`src/sv/swe_pkg.sv`:
```
// swe_pkg: shared types and constants of the sliding window extreme block
// controller state, command and status structs, register map
// no dependencies
`default_nettype none

package swe_pkg;

    localparam int WLEN_W    = 7;
    localparam int CFG_IDX_W = 1;
    localparam int CFG_W     = WLEN_W;

    localparam logic [CFG_IDX_W-1:0] REG_WINDOW_LENGTH  = 1'b0;
    localparam logic [CFG_IDX_W-1:0] REG_SELECT_MINIMUM = 1'b1;

    typedef enum logic [2:0] {
        ST_IDLE,
        ST_EXP_RD,
        ST_EXP_CHK,
        ST_BACK_RD,
        ST_BACK_CHK,
        ST_PUSH,
        ST_FRONT
    } t_state;

    typedef struct packed {
        logic in_ready;
        logic rd_front;
        logic rd_back;
        logic drop_head;
        logic drop_tail;
        logic push;
        logic load_out;
    } t_cmd;

    typedef struct packed {
        logic cnt_zero;
        logic expired;
        logic dominated;
        logic due;
        logic out_busy;
    } t_status;

endpackage

`default_nettype wire

```
`src/sv/swe_ram.sv`:
```
// swe_ram: generic single write port, single read port ram
// registered read data, held while read enable is low; no dependencies
`default_nettype none

module swe_ram #(
    parameter int WIDTH = 8,
    parameter int DEPTH = 16
) (
    input  wire logic                     i_clk,
    input  wire logic                     i_we,
    input  wire logic [$clog2(DEPTH)-1:0] i_waddr,
    input  wire logic [WIDTH-1:0]         i_wdata,
    input  wire logic                     i_re,
    input  wire logic [$clog2(DEPTH)-1:0] i_raddr,
    output logic      [WIDTH-1:0]         o_rdata
);

    logic [WIDTH-1:0] r_mem [DEPTH];
    logic [WIDTH-1:0] r_rdata;

    always_ff @(posedge i_clk) begin
        if (i_we) begin
            r_mem[i_waddr] <= i_wdata;
        end
        if (i_re) begin
            r_rdata <= r_mem[i_raddr];
        end
    end

    assign o_rdata = r_rdata;

endmodule

`default_nettype wire

```
`src/sv/swe_ctrl.sv`:
```
// swe_ctrl: sequencer for one sample: expire front, drop back, push, report
// depends on swe_pkg
`default_nettype none

module swe_ctrl (
    input  wire logic             i_clk,
    input  wire logic             i_rst_n,
    input  wire logic             i_in_valid,
    input  wire swe_pkg::t_status i_status,
    output swe_pkg::t_cmd         o_cmd
);

    import swe_pkg::*;

    t_state r_state;
    t_state n_state;
    t_cmd   cmd;

    always_ff @(posedge i_clk) begin
        if (!i_rst_n) begin
            r_state <= ST_IDLE;
        end else begin
            r_state <= n_state;
        end
    end

    always_comb begin
        n_state = r_state;
        unique case (r_state)
            ST_IDLE: begin
                if (i_in_valid) n_state = ST_EXP_RD;
            end
            ST_EXP_RD: begin
                n_state = i_status.cnt_zero ? ST_BACK_RD : ST_EXP_CHK;
            end
            ST_EXP_CHK: begin
                n_state = i_status.expired ? ST_EXP_RD : ST_BACK_RD;
            end
            ST_BACK_RD: begin
                n_state = i_status.cnt_zero ? ST_PUSH : ST_BACK_CHK;
            end
            ST_BACK_CHK: begin
                n_state = i_status.dominated ? ST_BACK_RD : ST_PUSH;
            end
            ST_PUSH: begin
                n_state = ST_FRONT;
            end
            ST_FRONT: begin
                if (!i_status.due || !i_status.out_busy) n_state = ST_IDLE;
            end
            default: n_state = ST_IDLE;
        endcase
    end

    always_comb begin
        cmd = '0;
        unique case (r_state)
            ST_IDLE:     cmd.in_ready  = 1'b1;
            ST_EXP_RD:   cmd.rd_front  = !i_status.cnt_zero;
            ST_EXP_CHK:  cmd.drop_head = i_status.expired;
            ST_BACK_RD:  cmd.rd_back   = !i_status.cnt_zero;
            ST_BACK_CHK: cmd.drop_tail = i_status.dominated;
            ST_PUSH: begin
                cmd.push     = 1'b1;
                cmd.rd_front = 1'b1;
            end
            ST_FRONT:    cmd.load_out  = i_status.due && !i_status.out_busy;
            default:     cmd = '0;
        endcase
    end

    assign o_cmd = cmd;

endmodule

`default_nettype wire

```
`src/sv/swe_dpath.sv`:
```
// swe_dpath: candidate ring buffer, counters, config registers, output register
// depends on swe_pkg and swe_ram
`default_nettype none

module swe_dpath #(
    parameter int MAX_WINDOW   = 64,
    parameter int SAMPLE_WIDTH = 16
) (
    input  wire logic                                 i_clk,
    input  wire logic                                 i_rst_n,
    input  wire logic                                 i_in_valid,
    input  wire logic signed [SAMPLE_WIDTH-1:0]       i_sample,
    input  wire logic                                 i_start_req,
    input  wire logic                                 i_out_ready,
    input  wire logic                                 i_cfg_we,
    input  wire logic        [swe_pkg::CFG_IDX_W-1:0] i_cfg_idx,
    input  wire logic        [swe_pkg::CFG_W-1:0]     i_cfg_data,
    input  wire swe_pkg::t_cmd                        i_cmd,
    output swe_pkg::t_status                          o_status,
    output logic                                      o_out_valid,
    output logic signed      [SAMPLE_WIDTH-1:0]       o_extreme
);

    import swe_pkg::*;

    localparam int PW = $clog2(MAX_WINDOW);
    localparam int CW = $clog2(MAX_WINDOW + 1);
    localparam int IW = $clog2(2 * MAX_WINDOW);
    localparam int LW = (CW > WLEN_W) ? CW : WLEN_W;
    localparam int EW = SAMPLE_WIDTH + IW;

    logic        [WLEN_W-1:0]       r_wlen;
    logic                           r_sel_min;
    logic        [PW-1:0]           r_head;
    logic        [CW-1:0]           r_count;
    logic        [CW-1:0]           r_seen;
    logic        [IW-1:0]           r_idx;
    logic signed [SAMPLE_WIDTH-1:0] r_sample;
    logic                           r_due;
    logic                           r_use_new;
    logic                           r_out_valid;
    logic signed [SAMPLE_WIDTH-1:0] r_out;

    logic                           accept;
    logic        [CW-1:0]           eff_len;
    logic        [PW:0]             head_p1;
    logic        [PW-1:0]           head_next;
    logic        [PW:0]             tail_sum;
    logic        [PW:0]             back_sum;
    logic        [PW-1:0]           tail_addr;
    logic        [PW-1:0]           back_addr;
    logic        [PW-1:0]           rd_addr;
    logic                           full;
    logic        [CW-1:0]           seen_next;
    logic        [IW-1:0]           idx_next;
    logic        [EW-1:0]           rdata;
    logic signed [SAMPLE_WIDTH-1:0] rd_val;
    logic        [IW-1:0]           rd_idx;
    logic        [IW:0]             age;
    logic                           expired;
    logic                           dominated;

    assign accept = i_cmd.in_ready && i_in_valid;

    // window length clamped to 1..MAX_WINDOW
    always_comb begin
        if (r_wlen == '0) begin
            eff_len = CW'(1);
        end else if (LW'(r_wlen) > LW'(MAX_WINDOW)) begin
            eff_len = CW'(MAX_WINDOW);
        end else begin
            eff_len = CW'(r_wlen);
        end
    end

    // ring pointers
    assign head_p1   = (PW+1)'(r_head) + (PW+1)'(1);
    assign head_next = (head_p1 == (PW+1)'(MAX_WINDOW)) ? '0 : head_p1[PW-1:0];
    assign tail_sum  = (PW+1)'(r_head) + (PW+1)'(r_count);
    assign back_sum  = tail_sum - (PW+1)'(1);
    assign tail_addr = (tail_sum >= (PW+1)'(MAX_WINDOW))
                       ? PW'(tail_sum - (PW+1)'(MAX_WINDOW)) : tail_sum[PW-1:0];
    assign back_addr = (back_sum >= (PW+1)'(MAX_WINDOW))
                       ? PW'(back_sum - (PW+1)'(MAX_WINDOW)) : back_sum[PW-1:0];
    assign full      = (r_count == CW'(MAX_WINDOW));

    always_comb begin
        if (i_cmd.rd_back) begin
            rd_addr = back_addr;
        end else if (i_cmd.push && full) begin
            rd_addr = head_next;
        end else begin
            rd_addr = r_head;
        end
    end

    swe_ram #(
        .WIDTH (EW),
        .DEPTH (MAX_WINDOW)
    ) u_ram (
        .i_clk   (i_clk),
        .i_we    (i_cmd.push),
        .i_waddr (tail_addr),
        .i_wdata ({r_sample, r_idx}),
        .i_re    (i_cmd.rd_front || i_cmd.rd_back),
        .i_raddr (rd_addr),
        .o_rdata (rdata)
    );

    assign rd_val = rdata[EW-1:IW];
    assign rd_idx = rdata[IW-1:0];

    // age of the candidate, modulo twice the window capacity
    always_comb begin
        if (r_idx >= rd_idx) begin
            age = (IW+1)'(r_idx) - (IW+1)'(rd_idx);
        end else begin
            age = (IW+1)'(r_idx) + (IW+1)'(2 * MAX_WINDOW) - (IW+1)'(rd_idx);
        end
    end

    assign expired   = (age >= (IW+1)'(eff_len));
    assign dominated = r_sel_min ? (rd_val >= r_sample) : (rd_val <= r_sample);
    assign seen_next = (r_seen < eff_len) ? r_seen + CW'(1) : eff_len;
    assign idx_next  = (r_idx == IW'(2 * MAX_WINDOW - 1)) ? '0 : r_idx + IW'(1);

    always_ff @(posedge i_clk) begin
        if (!i_rst_n) begin
            r_wlen      <= WLEN_W'(1);
            r_sel_min   <= 1'b0;
            r_head      <= '0;
            r_count     <= '0;
            r_seen      <= '0;
            r_idx       <= '0;
            r_due       <= 1'b0;
            r_use_new   <= 1'b0;
            r_out_valid <= 1'b0;
        end else begin
            if (i_cfg_we) begin
                unique case (i_cfg_idx)
                    REG_WINDOW_LENGTH:  r_wlen    <= i_cfg_data;
                    REG_SELECT_MINIMUM: r_sel_min <= i_cfg_data[0];
                endcase
            end
            if (accept && i_start_req) begin
                r_count <= '0;
                r_seen  <= '0;
                r_idx   <= '0;
            end
            if (i_cmd.drop_head) begin
                r_head  <= head_next;
                r_count <= r_count - CW'(1);
            end
            if (i_cmd.drop_tail) begin
                r_count <= r_count - CW'(1);
            end
            if (i_cmd.push) begin
                if (full) begin
                    r_head <= head_next;
                end else begin
                    r_count <= r_count + CW'(1);
                end
                r_seen    <= seen_next;
                r_idx     <= idx_next;
                r_due     <= (seen_next >= eff_len);
                r_use_new <= (r_count == '0);
            end
            if (i_cmd.load_out) begin
                r_out_valid <= 1'b1;
            end else if (i_out_ready) begin
                r_out_valid <= 1'b0;
            end
        end
    end

    always_ff @(posedge i_clk) begin
        if (accept) begin
            r_sample <= i_sample;
        end
        if (i_cmd.load_out) begin
            r_out <= r_use_new ? r_sample : rd_val;
        end
    end

    always_comb begin
        o_status.cnt_zero  = (r_count == '0);
        o_status.expired   = expired;
        o_status.dominated = dominated;
        o_status.due       = r_due;
        o_status.out_busy  = r_out_valid && !i_out_ready;
    end

    assign o_out_valid = r_out_valid;
    assign o_extreme   = r_out;

endmodule

`default_nettype wire

```
`src/sv/sliding_window_extreme.sv`:
```
// sliding_window_extreme: streaming window maximum or minimum, top level
// depends on swe_pkg, swe_ctrl, swe_dpath, swe_ram
//
//   channel  direction  handshake                  payload
//   in       input      i_in_valid / o_in_ready    i_sample, i_start_req
//   out      output     o_out_valid / i_out_ready  o_extreme
//   cfg      input      i_cfg_we                   i_cfg_idx, i_cfg_data
//
// one sample at a time: accept, an expiry scan from the front, a dominance scan from the
// back, push, then report; both scans read the candidates one by one through the single
// read port of the candidate ram, each read followed by a check step that may drop it
// every candidate is dropped at most once, which bounds the scan work over a long run
// synchronous active-low reset; the ram needs no clearing pass
// a stalled output beat holds a sample that is due a result in its final step;
// no next sample is taken meanwhile
`default_nettype none

module sliding_window_extreme #(
    parameter int MAX_WINDOW   = 64,
    parameter int SAMPLE_WIDTH = 16
) (
    input  wire logic                                 i_clk,
    input  wire logic                                 i_rst_n,
    input  wire logic                                 i_in_valid,
    output logic                                      o_in_ready,
    input  wire logic signed [SAMPLE_WIDTH-1:0]       i_sample,
    input  wire logic                                 i_start_req,
    output logic                                      o_out_valid,
    input  wire logic                                 i_out_ready,
    output logic signed      [SAMPLE_WIDTH-1:0]       o_extreme,
    input  wire logic                                 i_cfg_we,
    input  wire logic        [swe_pkg::CFG_IDX_W-1:0] i_cfg_idx,
    input  wire logic        [swe_pkg::CFG_W-1:0]     i_cfg_data
);

    import swe_pkg::*;

    t_cmd    cmd;
    t_status status;

    swe_ctrl u_ctrl (
        .i_clk      (i_clk),
        .i_rst_n    (i_rst_n),
        .i_in_valid (i_in_valid),
        .i_status   (status),
        .o_cmd      (cmd)
    );

    swe_dpath #(
        .MAX_WINDOW   (MAX_WINDOW),
        .SAMPLE_WIDTH (SAMPLE_WIDTH)
    ) u_dpath (
        .i_clk       (i_clk),
        .i_rst_n     (i_rst_n),
        .i_in_valid  (i_in_valid),
        .i_sample    (i_sample),
        .i_start_req (i_start_req),
        .i_out_ready (i_out_ready),
        .i_cfg_we    (i_cfg_we),
        .i_cfg_idx   (i_cfg_idx),
        .i_cfg_data  (i_cfg_data),
        .i_cmd       (cmd),
        .o_status    (status),
        .o_out_valid (o_out_valid),
        .o_extreme   (o_extreme)
    );

    assign o_in_ready = cmd.in_ready;

endmodule

`default_nettype wire

```
`config.mk`:
```
export PLATFORM = sky130hd
export DESIGN_NAME = sliding_window_extreme
export DESIGN_NICKNAME = d
export VERILOG_FILES = /design/src/sv/swe_pkg.sv /design/src/sv/swe_ram.sv /design/src/sv/swe_ctrl.sv /design/src/sv/swe_dpath.sv /design/src/sv/sliding_window_extreme.sv
export SDC_FILE = /design/constraint.sdc
export NUM_CORES = 2
export LEC_CHECK = 0
export BUFFER_PORTS_ARGS = -buffer_cell sky130_fd_sc_hd__buf_2
export CELL_PAD_IN_SITES_DETAIL_PLACEMENT = 1
export CELL_PAD_IN_SITES_GLOBAL_PLACEMENT = 1
export CORE_AREA = 4 4 368 370
export CTS_CLUSTER_SIZE = 14
export DETAILED_ROUTE_END_ITERATION = 10
export DIE_AREA = 0 0 372 374
export MAX_ROUTING_LAYER = met4
export PLACE_DENSITY_LB_ADDON = 0.1
export SETUP_SLACK_MARGIN = 0.2
export SLEW_MARGIN = 20
export SYNTH_ARGS = -nofsm -noshare
export SYNTH_HDL_FRONTEND = slang
export SYNTH_SLANG_ARGS = --single-unit
```
`constraint.sdc`:
```
create_clock -name i_clk -period 5.67 [get_ports i_clk]
set_input_delay 1.134 -clock i_clk [delete_from_list [all_inputs] [get_ports i_clk]]
set_output_delay 1.134 -clock i_clk [all_outputs]
set_load 0.01 [all_outputs]
```
==> impl_metrics.yaml <==
clocking:
  cts_tree: "done"
  ctsHoldBuffers: 0
  cts_sinks: 1568
  cts_resized: 0
  clk_latency_ns: 0.80
  post-cts-setup-buffer-count: 0
  clk_path_buf_depth: 3
  htreeDepth: 4
  clk_pin_slew_ns: 0.06
  cts_made_buffers: 164
  cts_root_buffer: "clkbuf_16"
synthesis:
  synth-seq-cells: 1568
  synth.top_cell.area_share_pct: 69.9
  synth_top_flop_cell: "edfxtp_1"
  syn_avg_cell_area_um2: 15.4
  yosysTopAreaCell: "edfxtp_1"
  async_flop_share_pct: 0
  netlist_area_um2: 65600
  yosysUniqueCellTypes: 72
  synthTopCellsByCount: "edfxtp_1 (1,527), mux2i_1 (473), nand2_1 (400), nand3_1 (302), clkbuf_1 (155)"
  netlist_top_cells_area: "edfxtp_1 (70%), mux2i_1 (7.2%), nand3_1 (2.3%)"
  synth_edf_count: 1527
  syn_nets: 4341
  yosys_warnings: 0
  ys_seq_area_share_pct: 71.2
  yosysMostFrequentCell: "edfxtp_1"
  synthCells: 4255
sta:
  timing.final.max_slew_violations: 0
  post-route-min-period_ns: 4.70
  fin_crit_sh_pct: 82.9
  fin_setup_tns_ns: 0
  max_slew_margin_pct: 19.1
  clock_skew_ns: 0.0256
  grt_setup_unrepaired: "false"
  max_freq_mhz: 213
  hold_violations: 0
  worst_pin_slew_ns: 1.21
  finalSetupViolCount: 0
power:
  ir_drop_mv: 0.273
  power_density_nw_per_um2: 394
  total_power_mw: 29.1
  power_leakage_nw: 28.1
route:
  first_iter_violations: 4144
  via_per_inst: 6.17
  ant_nets: 0
  drcViolationCount: 0
  wl_mm: 199
  first_pass_iters: 5
  dr_total_vias: 38800
  wire_per_inst_um: 31.6
die:
  io_pins: 48
  die_h_um: 374
  num_rows: 134
  die_w_um: 372
  start_util_pct: 49.4
  die_area_um2: 139000
  coreArea_um2: 133000
worst_setup_path:
  worst-setup-path-type: "register to register"
  path_max_fanout: 34
  worstSetupStartpointType: "register"
  r2r_slack_ns: 0.97
  crit_arrival_ns: 5.23
  cp_data_required_time_ns: 6.20
  crit_path_end_kind: "register"
cells_and_area:
  drive_gt1_share_pct: 14.3
  area_growth_pct: 12.7
  nNetsFinal: 4464
  fillerInstances: 12300
  regArea_um2: 46700
  multi_input_area_um2: 17700
global_route:
  grt_usage_pct: 29.4
  grt_pass1_wl_mm: 285
  grt_pass1_vias: 39700
  antenna_found_initial: 15
  overflow: 0
  grt_max_degree: 149
place:
  io_buffers: 47
  place.gp.congestion: 0.905
  dpl.hpwl_mm: 116
run:
  cap_violations: 0
status:
  status: "finished, final reports clean"
hold_path:
  hold_path.class: "register to register"
[layout by cell type, fill, tap and decap left out, drive strengths merged, types with 117 or more instances in the layout]
cell type	n
buf	229
nand2	400
nand3	302
nor2	117
edfxtp	1527
o211ai	146
mux2i	473
a211o	138
o21a	145
mux2	179
clkbuf	208
[flip-flops by register name (all words and copies together) (netlist names)]
register and flops:
u_dpath.r_count 7, u_dpath.u_ram.o_rdata 23, u_dpath.r_sample 16, u_dpath.o_out_valid 1
u_ctrl.r_state 3, u_dpath.o_extreme 16, u_dpath.r_head 6, u_dpath.r_idx 7
u_dpath.r_use_new 1, u_dpath.r_sel_min 1, u_dpath.r_wlen 7, u_dpath.u_ram.r_mem 1472
u_dpath.r_seen 7, u_dpath.r_due 1
[cell families after synthesis]
kind of cell             share of synthesized area (%)
multiplexers                                      10.5
buffers and inverters                             2.21
XOR/XNOR                                         0.502
adder cells (fa/ha/maj)                           1.09
flip-flops                                        71.2
AO/OA/AOI/OAI                                     8.20
AND/OR/NAND/NOR                                   6.35
[routing by layer]
layer	routed length [µm]	vias to the layer above	global-route usage, %
li1	-	16800	-
met4	8240	0	11.2
met2	93900	1437	45.4
met1	82800	20300	39.0
met3	14000	354	5.63
met5	0	-	-
[where the power goes]
group | switching, mW | leakage [nW] | internal (mW) | total [mW]
clock | 4.51 | 2.60 | 6.19 | 10.7
sequential | 0.194 | 14.1 | 13.0 | 13.2
combinational | 3.41 | 11.4 | 1.84 | 5.25
total | 8.12 | 28.1 | 21.0 | 29.1
[critical path, cell delays in order (launching register included)]
cell and delay, ns:
dfxtp_1 0.41, inv_1 0.13, ha_1 0.19, nor3b_1 0.48, a2bb2oi_1 0.20, o22ai_4 0.17, or2_4 0.43, buf_4 0.57
buf_4 0.30, mux2_2 0.35, o211ai_1 0.30, a21oi_1 0.18, a2111o_1 0.45, nand4b_1 0.22
[stage by stage]
stage	util (%)	std cells	worst slack, ns	instance area, µm²	hold WS, ns
final	55.7	6290	0.969	73900	0.477
after detailed placement	51.7	5980	1.05	68600	0.473
after floorplan	-	4255	1.45	65600	0.441
after global routing	55.7	6287	0.756	73900	0.472
after CTS	55.7	6284	1.03	73900	0.462
after global placement	51.7	5980	1.11	68600	0.466
[path summary, 6_finish.rpt]
path	start	to	cells past startpoint
min	u_dpath.r_wlen[0]	u_dpath.r_wlen[0]	2
max	u_dpath.r_count[1]	u_dpath.u_ram.o_rdata[9]	13
max reg2reg	u_dpath.r_count[1]	u_dpath.u_ram.o_rdata[9]	13
min reg2reg	u_dpath.r_wlen[0]	u_dpath.r_wlen[0]	2
[final cells by class]
class                   instances  area share [%]
flip-flops and latches       1568            63.2
clock inverters                96            1.21
multi-input cells            2375            23.9
clock buffers                 208            5.96
repair buffers                229            2.54
well taps                    1768            2.99
inverters                      40           0.203
diodes                          6          0.0203
No activity file was read; power rests on OpenSTA's default activity.
